$ cat src/bgsa_pkg.sv
// Shared types and constants for the binned genotype score accumulator.
// Used by the controller, the datapath and the top level; depends on nothing.
package bgsa_pkg;

   // Operation codes carried in the request tuser field.
   localparam logic [1:0] OP_PACKED  = 2'd0;
   localparam logic [1:0] OP_SELECT  = 2'd1;
   localparam logic [1:0] OP_READOUT = 2'd2;
   localparam logic [1:0] OP_NONE    = 2'd3;

   localparam int OPCODE_W      = 2;
   localparam int GENO_W        = 8;
   localparam int OFFSET_W      = 2;
   localparam int COUNT_W       = 3;
   localparam int SAMPLE_W      = 12;
   localparam int BIN_W         = 4;
   localparam int WEIGHT_W      = 32;
   localparam int SCORE_W       = 48;
   localparam int BINS_CFG_W    = 5;
   localparam int STEP_W        = 4;
   localparam int CODES_PER_BYTE = 4;

   // Wide enough for any sample number plus three against any store size.
   localparam int SAMPLE_CALC_W = 21;
   // Wide enough for a bin address of the largest store.
   localparam int BIN_CALC_W    = 6;

   // Request tdata layout, lowest field first.
   localparam int GENO_LSB      = 0;
   localparam int OFFSET_LSB    = GENO_LSB + GENO_W;
   localparam int COUNT_LSB     = OFFSET_LSB + OFFSET_W;
   localparam int SAMPLE_LSB    = COUNT_LSB + COUNT_W;
   localparam int BIN_LSB       = SAMPLE_LSB + SAMPLE_W;
   localparam int WEIGHT_LSB    = BIN_LSB + BIN_W;
   localparam int REQ_TDATA_W   = 64;

   // Result tdata layout: bin_index, then score, zero padded.
   localparam int RSP_TDATA_W   = 56;
   localparam int RSP_PAD_W     = RSP_TDATA_W - BIN_W - SCORE_W;

   localparam logic [BINS_CFG_W-1:0] BINS_USED_RESET = 5'd16;
   localparam logic [BINS_CFG_W-1:0] BINS_HW_LIMIT   = 5'd16;

   // Commands from the controller to the datapath.
   typedef struct packed {
      logic              load;
      logic              clear;
      logic              acc_read;
      logic              ro_read;
      logic              last_step;
      logic [STEP_W-1:0] step;
   } bgsa_cmd_type;

   // Status from the datapath to the controller.
   typedef struct packed {
      logic            clear_done;
      logic            out_free;
      logic            is_readout;
      logic [STEP_W:0] steps;
   } bgsa_status_type;

endpackage

$ cat src/bgsa_ctrl.sv
// Controller state machine for the binned genotype score accumulator.
// Sequences the clearing pass, accumulate codes and read-out bins; uses bgsa_pkg.
module bgsa_ctrl (
   input  logic                      clock,
   input  logic                      reset,
   input  logic                      req_tvalid,
   output logic                      req_tready,
   input  bgsa_pkg::bgsa_status_type st_i,
   output bgsa_pkg::bgsa_cmd_type    cmd_o
);

   localparam logic [1:0] ST_CLEAR = 2'd0;
   localparam logic [1:0] ST_IDLE  = 2'd1;
   localparam logic [1:0] ST_ACC   = 2'd2;
   localparam logic [1:0] ST_RO    = 2'd3;

   logic [1:0]                  state_ff, state_in;
   logic [bgsa_pkg::STEP_W-1:0] cnt_ff, cnt_in;
   logic [bgsa_pkg::STEP_W-1:0] last_ff, last_in;
   logic [bgsa_pkg::STEP_W:0]   steps_m1;

   assign steps_m1   = st_i.steps - (bgsa_pkg::STEP_W+1)'(1);
   assign req_tready = (state_ff == ST_IDLE);

   always_comb begin
      state_in        = state_ff;
      cnt_in          = cnt_ff;
      last_in         = last_ff;
      cmd_o.load      = 1'b0;
      cmd_o.clear     = 1'b0;
      cmd_o.acc_read  = 1'b0;
      cmd_o.ro_read   = 1'b0;
      cmd_o.step      = cnt_ff;
      cmd_o.last_step = (cnt_ff == last_ff);
      unique case (state_ff)
         ST_CLEAR: begin
            cmd_o.clear = 1'b1;
            if (st_i.clear_done) begin
               state_in = ST_IDLE;
            end
         end
         ST_IDLE: begin
            cmd_o.load = req_tvalid;
            // An item with nothing to do is simply absorbed here.
            if (req_tvalid && (st_i.steps != '0)) begin
               cnt_in   = '0;
               last_in  = steps_m1[bgsa_pkg::STEP_W-1:0];
               state_in = st_i.is_readout ? ST_RO : ST_ACC;
            end
         end
         ST_ACC: begin
            cmd_o.acc_read = 1'b1;
            cnt_in         = cnt_ff + bgsa_pkg::STEP_W'(1);
            if (cmd_o.last_step) begin
               state_in = ST_IDLE;
            end
         end
         ST_RO: begin
            if (st_i.out_free) begin
               cmd_o.ro_read = 1'b1;
               cnt_in        = cnt_ff + bgsa_pkg::STEP_W'(1);
               if (cmd_o.last_step) begin
                  state_in = ST_IDLE;
               end
            end
         end
      endcase
   end

   always_ff @(posedge clock) begin
      if (reset) begin
         state_ff <= ST_CLEAR;
         cnt_ff   <= '0;
         last_ff  <= '0;
      end else begin
         state_ff <= state_in;
         cnt_ff   <= cnt_in;
         last_ff  <= last_in;
      end
   end

   // The step counter never runs past the final step of an item.
   assert property (@(posedge clock) disable iff (reset)
      ((state_ff == ST_ACC) || (state_ff == ST_RO)) |-> (cnt_ff <= last_ff))
      else $error("step counter beyond last step");

   // A read-out bin is only started when the output register can take it.
   assert property (@(posedge clock) disable iff (reset)
      cmd_o.ro_read |-> st_i.out_free)
      else $error("read-out issued while output register busy");

   // After the final code of an item the input side opens again.
   assert property (@(posedge clock) disable iff (reset)
      (cmd_o.acc_read && cmd_o.last_step) |=> (state_ff == ST_IDLE))
      else $error("controller did not return to idle after last code");

endmodule

$ cat config.mk
export PLATFORM = sky130hd
export DESIGN_NAME = bgsa_ctrl
export DESIGN_NICKNAME = d
export VERILOG_FILES = /design/src/bgsa_pkg.sv /design/src/bgsa_ctrl.sv
export SDC_FILE = /design/constraint.sdc
export NUM_CORES = 1
export LEC_CHECK = 0
export ABC_AREA = 1
export BUFFER_PORTS_ARGS = -buffer_cell sky130_fd_sc_hd__buf_2
export CAP_MARGIN = 25
export CORE_MARGIN = 2
export CORE_UTILIZATION = 45
export CTS_BUF_LIST = sky130_fd_sc_hd__clkbuf_8
export CTS_CLUSTER_SIZE = 16
export DETAILED_ROUTE_END_ITERATION = 8
export PLACE_DENSITY = 0.84
export SLEW_MARGIN = 20
export SYNTH_ARGS = -nofsm -noshare
export SYNTH_HDL_FRONTEND = slang
export SYNTH_SLANG_ARGS = --single-unit
export TNS_END_PERCENT = 5
$ cat constraint.sdc
create_clock -name clock -period 2.25 [get_ports clock]
set_clock_uncertainty 0.1 [all_clocks]
set_input_delay 0.3375 -clock clock [delete_from_list [all_inputs] [get_ports clock]]
set_output_delay 0.3375 -clock clock [all_outputs]
set_load 0.02 [all_outputs]
# Word-level counts from Yosys, hierarchy flattened

Cells that the tools add are included.

Flip-flop bits (word level): 10
Latch bits: 0
Memory bits (writable): 0
ROM bits: 0
Memories: 0

Add/subtract/negate cells: 2
Multipliers: 0
Divide/modulo/power cells: 0
Order comparisons: 0
Equality and inequality tests: 7
Shifts and indexed selects: 0
Multiplexer cells: 14
Bitwise operators: 0
Reductions and logical operators: 7

Operator list:

| operator              | number |
|---|---|
| $pmux W4 S3           | 1 |
| $mux W2               | 4 |
| $mux W4               | 2 |
| $pmux W2 S4           | 1 |
| $mux W1               | 6 |
| $reduce_and A3 Y1     | 2 |
| $reduce_bool A5 Y1    | 1 |
| $add A4 B1 Y4 const B | 1 |
| $eq A2 B2 Y1 const B  | 2 |
| $eq A4 B4 Y1          | 1 |
| $ne A2 B2 Y1 const B  | 2 |
| $sub A4 B1 Y4 const B | 1 |
| $reduce_bool A3 Y1    | 1 |
| $eq A2 B1 Y1 const B  | 1 |
| $logic_not A2 Y1      | 1 |
| $ne A2 B1 Y1 const B  | 1 |
| $reduce_and A2 Y1     | 1 |
| $logic_and A1 B1 Y1   | 1 |

# Depth between registers and ports, before layout

Depth in word-level cells: 4
Mapped depth: 12
Mapped depth without buffers: 12

# Worst setup path before layout

Ideal clock, no wire load.

Path kind: reg2out
Start: register state_ff[1]
End: output port cmd_o[5] in the netlist's numbering
Data arrival time: 1.047 ns
Path slack: 0.766 ns
Stages on the path, launching flop included: 3
Path buffers: 0
Path through: dfxtp_1 inv_1 nor3_1

RTL lines:

| item                     | line            | RTL |
|---|---|---|
| start: declaration       | bgsa_ctrl.sv:17 | `logic [1:0] state_ff, state_in;` |
| start signal: assignment | bgsa_ctrl.sv:76 | `state_ff <= state_in;` |
| end: declaration         | bgsa_ctrl.sv:9  | `output bgsa_pkg::bgsa_cmd_type cmd_o` |

==> summary.txt <==
Placed design
  • DP Area: between 700 and 800 sq um
  • DP Wirelength: a little over 1000 um
  • Dpl ws: between 0.5 and 0.6 ns
  • Final RePlAce weighted congestion: between 0.7 and 0.8
  • PortBufs: 20

Drt
  • Drt pass-1 iters: 2
  • DR iter-0 viols: 8
  • Via count: slightly above 600
  • DRC Markers: 0
  • DR vias/cell: 4.87
  • Total Wirelength: between 1000 and 1500 um
  • Routed WL per cell: 10.2 um
  • Number of routed nets with antenna violations: 0

STA
  • Period minus WS final: ~1.7 ns
  • Slew Viols, Final: 0
  • Setup ws final: roughly 0.57 ns
  • RSZ-0062 raised after global routing: false
  • Slew @ Worst Pin: 0.251 ns
  • Hold WS: 0.206 ns
  • Final Hold Viols: 0
  • Setup violations, final: 0
  • Setup total negative slack: 0 ns
  • Tcrit/Tclk final: roughly 75%
  • Rel. slew slack: between 80% and 90%
  • F_max: 596 MHz

Global routing
  • Number of global-route vias before repair: 503
  • Antenna violations before repair: 0
  • Total gr overflow: 0
  • Largest net degree at the start of global routing: 8
  • Global-route wire length before repair: 2010 um
  • Gr usage total: 19.5%

Power and ir drop
  • Lkg Pwr: 0.424 nW
  • Internal power: around 0.00037 W
  • Clk pwr share: between 30% and 40%
  • Power Dens Cells: approximately 740 nW/um^2
  • Gate power share: a little under a third
  • Maximum vdd ir drop: roughly 380 uV
  • Switch Pwr: 0.000202 W
  • Share of power burned in registers: 37.1%
  • Switch share: 35.0%

Setup path
  • Crit Path Class: register to output port
  • CP endpoint kind: output port
  • R2r setup slk: roughly 0.95 ns
  • Worst reg2reg startpoint: state_ff[1]$_SDFFE_PP0P_
  • Worst path max stage delay: roughly 0.45 ns
  • CP Cell Sequence: inv_1, nor3_1, buf_2
  • Worst-path maximum fanout: 6
  • Worst Reg-to-Reg Cells: 7
  • Crit path DAT: between 1 and 1.5 ns
  • Critical R2R Capture: cnt_ff[0]$_SDFFE_PP0P_
  • Crit path max-delay cell type: dfxtp_1
  • Critical Path Source Type: register
  • Required @ worst endpoint: 1.81 ns

Synth
  • Register area share after synthesis: 32.1%
  • Yosys warnings: 0
  • Syn Nets: approximately 100
  • Cells after Synth: just under 90
  • Synthesized area: about 620 sq um
  • Avg Inst Size Synth: just over 7 sq um
  • Yosys reg bits: 10
  • Synth cell types: 20

Min path
  • Worst hold start: st_i[0]
  • Worst hold stages: 2
  • HP Class: primary input to register
  • Hold path endpoint: last_ff[0]$_SDFFE_PP0P_

Clocking
  • Setup bufs post-CTS: 0
  • PostCTS Resize Cnt: 0
  • Bufs on Longest Clock Path: 2
  • Clock sink total: 10
  • Worst-Skew Late Latency: ~0.23 ns
  • Num CTS Buffers: 3
  • CTS tree: done
  • Clock transition at path regs: 0.05 ns
  • H-Tree Depth: 1
  • Hold-fix buffers at CTS: 0
  • Clock Tree Root: clkbuf_8

Die
  • Row cnt: 13
  • Die ar.: approximately 1700 sq um
  • Initial core utilization: 47.9%
  • CORE AREA: about 1300 sq um
  • Die Width: between 40 and 50 um
  • I/O pins: 21
  • Die height: approximately 41 um

Final layout
  • Final nets: around 130
  • Synth-to-Final Area Change: 25.7%
  • Layout cells sized above 1: between 20 and 30%
  • Antenna cells: 0
  • # fillers: 136
  • Design area: a little under 800 sq um

Status
  • Run status: complete, no violations

Flow run
  • Max-Cap Viols: 0
==> kinds of logic after synthesis <==
kind of cell,after synthesis,share of synthesized area (%)
AOI/OAI and AO/OA,17,15.7
buffers and inverters,17,11.0
and+or+nand+nor,35,26.7
xor gates and xnor gates,6,8.43
DFF,10,32.1
adders and majority gates,3,6.02
==> layout make-up <==
| class | instances | area [sq um] | area share [%] |
|---|---|---|---|
| clock buffer | 3 | 41.3 | 5.27 |
| inverter | 17 | 68.8 | 8.79 |
| sequential | 10 | 200 | 25.6 |
| timing repair buffer | 20 | 100 | 12.8 |
| multi-input combinational | 61 | 354 | 45.2 |
| tap | 15 | 18.8 | 2.40 |
==> power groups by stage <==
stage	clock network (W)	logic (W)	registers (W)
2_1_floorplan	0	0.000128	0.000215
3_3_place_gp	0	0.000174	0.000217
3_5_place_dp	0	0.000178	0.000217
4_1_cts	0.000192	0.000178	0.000214
5_1_grt	0.000196	0.000203	0.000216
6_report	0.000186	0.000176	0.000214
==> metrics by stage <==
| step | total power [W] | util [%] | instances |
|---|---|---|---|
| final | 0.000576 | 60.2 | 126 |
| after global routing | 0.000615 | 60.2 | 126 |
| after CTS | 0.000584 | 60.2 | 126 |
| after detailed placement | 0.000395 | 57.0 | 123 |
| after global placement | 0.000391 | 57.0 | 123 |
| after floorplan | 0.000343 | - | 88 |
==> cell usage after synthesis <==
library cell | n | area share (%)
dfxtp_1 | 10 | 32
or2_2 | 1 | 1.0
nor3_1 | 2 | 1.6
ha_1 | 3 | 6.0
nand3_1 | 6 | 4.8
o21ai_1 | 2 | 1.6
xor2_1 | 4 | 5.6
inv_2 | 2 | 1.2
o211ai_1 | 1 | 1.2
nand2_4 | 1 | 1.8
xnor2_1 | 2 | 2.8
o21ai_0 | 2 | 1.6
a211oi_2 | 1 | 2.0
o21bai_1 | 1 | 1.2
inv_1 | 14 | 8.4
clkinv_4 | 1 | 1.4
a21oi_1 | 10 | 8.0
nand2_1 | 12 | 7.2
nor2_1 | 11 | 6.6
nor2_4 | 2 | 3.6
==> state kept, by name, indices dropped and copies added, names as in the netlist <==
register / flops
cnt_ff: 4
last_ff: 4
state_ff: 2
==> worst max-delay path by stage <==
stage                                   startpoint                      to  cells past startpoint
final                     state_ff[1]$_SDFFE_PP0P_                cmd_o[5]                      3
after global placement                     st_i[0]  cnt_ff[0]$_SDFFE_PP0P_                     13
after floorplan           state_ff[1]$_SDFFE_PP0P_                cmd_o[5]                      2
after CTS                 state_ff[1]$_SDFFE_PP0P_                cmd_o[5]                      3
after global routing      state_ff[1]$_SDFFE_PP0P_                cmd_o[5]                      3
after detailed placement                   st_i[0]  cnt_ff[0]$_SDFFE_PP0P_                     13
==> routing by layer <==
metal,up-vias,share of wire (%),wire [um],GRT usage [%]
met5,-,0,0,0
met4,0,3.1,40,16.9
met3,4,4.8,62,4.89
met2,14,47,596,30.9
met1,265,45,580,21.2
li1,330,-,-,-
==> critical path: cells and delay by family, from the launching register on <==
| family | cells | cell delay, ns |
|---|---|---|
| and+or+nand+nor | 1 | 0.21 |
| buffers and inverters | 2 | 0.34 |
| DFF | 1 | 0.45 |
==> cells in the final DEF (no fill, tap or decap), types with 3 or more instances in the layout <==
| master | n |
|---|---|
| dfxtp_1 | 10 |
| inv_1 | 14 |
| xor2_1 | 4 |
| nor2_1 | 11 |
| ha_1 | 3 |
| clkbuf_8 | 3 |
| nand2_1 | 12 |
| a21oi_1 | 10 |
| nand3_1 | 6 |
| buf_2 | 20 |
(Power assumes the default switching activity.)
